[src/hdl/rbfcs_pkg.sv]
// ----------------------------------------------------------------------------
// rbfcs_pkg: shared definitions for the RBF colour similarity evaluator
// Sizes, register indexes, state types and the exp(-x) bit constants.
// ----------------------------------------------------------------------------
package rbfcs_pkg;

   localparam int MAX_BASIS = 64;
   localparam int CNT_W     = $clog2(MAX_BASIS + 1);
   localparam int SUM_W     = 32 + $clog2(MAX_BASIS + 1);

   localparam int D2_W      = 18;
   localparam int P_W       = 24 + D2_W;
   localparam int EXP_BITS  = 21;
   localparam int K_W       = 5;

   // Register indexes of the configuration port.
   localparam logic [1:0] CSR_SIGMA = 2'd0;
   localparam logic [1:0] CSR_COUNT = 2'd1;

   typedef logic [CNT_W-1:0] cnt_type;

   typedef struct packed {
      logic [23:0] color;
      logic [31:0] coef;
   } basis_type;

   typedef enum logic [2:0] {
      S_IDLE, S_START, S_WAIT, S_SKIP, S_DONE
   } seq_state_type;

   typedef enum logic [2:0] {
      T_IDLE, T_SCALE, T_EXP, T_ROUND, T_MUL, T_DONE
   } term_state_type;

   // round(exp(-2^(k-16)) * 2^32) for each bit k of the Q.16 exponent.
   localparam logic [31:0] EXP_TAB [EXP_BITS] = '{
      32'd4294901760, 32'd4294836226, 32'd4294705160, 32'd4294443040,
      32'd4293918848, 32'd4292870656, 32'd4290774639, 32'd4286586875,
      32'd4278222805, 32'd4261543595, 32'd4228380000, 32'd4162825044,
      32'd4034748382, 32'd3790295335, 32'd3344923893, 32'd2605029347,
      32'd1580030169, 32'd581260616,  32'd78665070,   32'd1440801,
      32'd483
   };

endpackage

[src/hdl/rbfcs_cell.sv]
// ----------------------------------------------------------------------------
// rbfcs_cell: one basis entry of the rotating ring
// Holds a colour and weight; takes a direct write or its neighbour's entry.
// ----------------------------------------------------------------------------
module rbfcs_cell (
   input  logic                clock,
   input  logic                write_en,
   input  rbfcs_pkg::basis_type write_data,
   input  logic                shift_en,
   input  rbfcs_pkg::basis_type shift_data,
   output rbfcs_pkg::basis_type entry
);

   rbfcs_pkg::basis_type entry_ff;
   rbfcs_pkg::basis_type entry_in;

   always_comb begin
      entry_in = entry_ff;
      if (write_en) begin
         entry_in = write_data;
      end else if (shift_en) begin
         entry_in = shift_data;
      end
   end

   always_ff @(posedge clock) begin
      entry_ff <= entry_in;
   end

   assign entry = entry_ff;

endmodule

[config.mk]
export PLATFORM = sky130hd
export DESIGN_NAME = rbfcs_cell
export DESIGN_NICKNAME = d
export VERILOG_FILES = /design/src/hdl/rbfcs_pkg.sv /design/src/hdl/rbfcs_cell.sv
export SDC_FILE = /design/constraint.sdc
export NUM_CORES = 1
export LEC_CHECK = 0
export BUFFER_PORTS_ARGS = -buffer_cell sky130_fd_sc_hd__buf_4
export CELL_PAD_IN_SITES_DETAIL_PLACEMENT = 1
export CELL_PAD_IN_SITES_GLOBAL_PLACEMENT = 2
export CORE_AREA = 2 2 107 109
export DETAILED_ROUTE_END_ITERATION = 12
export DIE_AREA = 0 0 109 111
export HOLD_SLACK_MARGIN = 0.12
export PLACE_DENSITY = 0.77
export SLEW_MARGIN = 20
export SYNTH_ARGS = -nofsm -noshare
export SYNTH_HDL_FRONTEND = slang
export SYNTH_SLANG_ARGS = --single-unit
[constraint.sdc]
create_clock -name clock -period 2.2 [get_ports clock]
set_input_delay 0.11 -clock clock [delete_from_list [all_inputs] [get_ports clock]]
set_output_delay 0.11 -clock clock [all_outputs]
set_load 0.01 [all_outputs]
# After elaboration in Yosys (flattened, before gate mapping)
# Index checks and enable logic that the tools add are counted.
# op_classes
n_mux,2
n_reduce_logical,1
# ops
op,n
$mux 56,2
$reduce_bool 2->1,1
# totals
output_inout_bits,56
wordCells,5
ff_bits,56

# Depth between registers and ports, before layout
# depth
depth_word,2
depth_mapped,3

# Least setup slack after synthesis
# Ideal clock, no wire load.
# synth_path
kind,input -> register
startpoint,in write_en
endpoint,"reg entry_ff, in the netlist entry[0] (enable)"
t_arrival_ps,1681
path_stages,3
path_slack_ps,102
n_path_buf,2
setup_ps,417
required_time_ps,1783
path_cell_list,buf_6 buf_6 or2_1
# synth_via
elab_chain_cells,1
# synth_rtl
element,line_no,source
from (decl),rbfcs_cell.sv:7,"input logic write_en,"
$reduce_bool 2->1 (no source line),-,
to (signal assigned),rbfcs_cell.sv:27,entry_ff <= entry_in;
to (decl),rbfcs_cell.sv:14,rbfcs_pkg::basis_type entry_ff;
# No other way between the ends.
# A chain may end at the register's enable or synchronous reset.

==> results.toml <==
[synthesis]
yosysSeqAreaShare = 0.677
synth_largest_area_cell = "edfxtp_1"
ys_warn_count = 0
yosys-top-cells-area = "edfxtp_1 (68%), mux2_4 (18%), mux2_2 (12%)"
postSynthCellCount = 119
yosysTopAreaCellShare = 0.677
ys_seq_elements = 56
syn_nets = 234
netlist_area_mm2 = 0.00248
avgSynthCellArea_um2 = 20.9
synth_cell_types = 6

[worst_hold_path]
hold_depth = 2
min_to = "entry[39]"
hold_start = "write_data[39]"
hp-class = "input port to flop"

[flow_run]
maxCapViolations = 0

[setup_path]
crit_required_ns = 2.23
path_max_fanout = 1
max_stage_delay_ns = 0.56
cp.depth = 4
path_delay_family = "buffers and inverters"
critPathArrivalTime_ns = 1.60
critPathLaunch = "write_data[25]"
criticalPathCategory = "input port to flop"
crit_chain = "dlygate4sd3_1, buf_4, mux2_4, dlygate4sd3_1"
cpMaxStageDelayCell = "dlygate4sd3_1"
critPathCaptureType = "flop"
cp-start-kind = "input port"
critPathMostFrequentCell = "dlygate4sd3_1"
cp_num_buf_inv = 3

[sta]
fmaxAchievable_ghz = 0.637
fin_crit_sh = 0.713
hold_viol_final = 0
finalMaxSlewViolations = 0
fin_setup_tns_ns = 0
report.final.setup_viol = 0
max_slew_margin = 0.652
fin_crit_ns = 1.57
worst_slew_pin_slew_ns = 0.522
rsz0062_at_grt = "no"
fin_ws_ns = 0.631

[clocking]
h-tree-depth = 2
post_cts_resize_count = 0
path_clk_slew_ns = 0.07
post_cts_buffers = 0
cts_tree = "done"
cts_buffers = 5
cts.path.max_buffers = 2
cts_root_buffer = "clkbuf_16"
clock-sinks = 56

[routing]
drt-vias-per-instance = 3.92
wire_per_inst_um = 14.4
drt_iter0_drc = 50
ant_nets = 0
finalWirelength_um = 7170
via_count = 1954
firstDrtPassIters = 4
drc = 0

[pwr]
ir_worst_vdd_v = 0.000354
p_leak_nw = 2.08
power-per-cell-area_mw_per_mm2 = 594

[final_layout]
nNetsFinal = 469
post_route_cells_drive_above_1_share = 0.665
diodes = 0
area_growth_pct = 88.3
largest_reg_flops = 56
design_area_mm2 = 0.00467

[global_routing]
grt_pass1_wl_um = 10400
grt_max_degree = 34
track_usage = 0.112
grt_overflow = 0
grt_pass1_vias = 2086
antenna_found_initial = 0

[floorplan]
start_util = 0.224
core_region_area_mm2 = 0.0111
die_area_mm2 = 0.0121
num_rows = 39
pin_count = 171
die_x_um = 109
die_y_um = 111

[placement]
pre_cts_ws_ns = 0.863
portBuffers = 170
postPlaceCellArea_mm2 = 0.00394
dp_hpwl_um = 5100
gp_congestion = 0.702

[status]
status = "complete, no violations"
## worst max-delay path by stage
stage | to | slack [ns]
2_1_floorplan | entry[0] | 0.10
3_3_place_gp | entry[3] | 0.91
3_5_place_dp | entry[3] | 0.86
4_1_cts | entry[17] | 0.66
5_1_grt | entry[19] | 0.59
6_report | entry[25] | 0.63
## through the flow
step                total power [mW]   util  hold WS [ns]  cells
floorplan                       1.58      -         0.327    119
global placement                1.94  0.355         0.412    430
detailed placement              1.95  0.355         0.414    430
CTS                             2.81  0.413         0.120    488
global route                    2.92  0.422         0.120    498
finish                          2.78  0.422         0.126    498
## synthesized netlist by cell type
| cell | instances |
|---|---|
| buf_6 | 4 |
| or2_1 | 1 |
| mux2_4 | 29 |
| mux2_2 | 27 |
| buf_2 | 2 |
| edfxtp_1 | 56 |
## placed cells by master (no fill, tap or decap)
cell type	n
buf_4	172
dlygate4sd3_1	60
edfxtp_1	56
mux2_4	29
mux2_2	27
clkbuf_16	5
clkbuf_1	2
buf_12	2
or2_2	1
clkinv_1	1
## report_power, final
| part | internal [mW] | switching [mW] | total, mW |
|---|---|---|---|
| Combinational | 0.448 | 0.225 | 0.673 |
| Clock | 0.420 | 0.343 | 0.763 |
| Sequential | 1.31 | 0.0320 | 1.34 |
| Total | 2.18 | 0.600 | 2.78 |
## cell type report
| type | instances | area [µm²] |
|---|---|---|
| Timing Repair Buffer | 234 | 1930 |
| Multi-Input combinational cell | 57 | 746 |
| Clock buffer | 7 | 133 |
| Tap cell | 143 | 179 |
| Sequential cell | 56 | 1680 |
| Clock inverter | 1 | 3.75 |
| Fill cell | 1143 | 6400 |
## logic make-up after synthesis
kind of cell | Yosys count | synth area share
AND/OR/NAND/NOR | 1 | 0.00252
flip-flops | 56 | 0.677
multiplexers | 56 | 0.298
buffers and inverters | 6 | 0.0222
## routing by layer
metal	vias to the layer above	track usage	share of wire
met4	0	0.0231	0.0047
met1	919	0.118	0.35
li1	934	-	-
met5	-	0	0
met2	97	0.206	0.55
met3	4	0.0435	0.095
## repair_timing
item                                    in CTS  in global routing
endpoints found under the setup margin       0                  0
hold buffers                                50                 10
endpoints found under the hold margin       29                  9
Power figures use the tool's default switching activity.
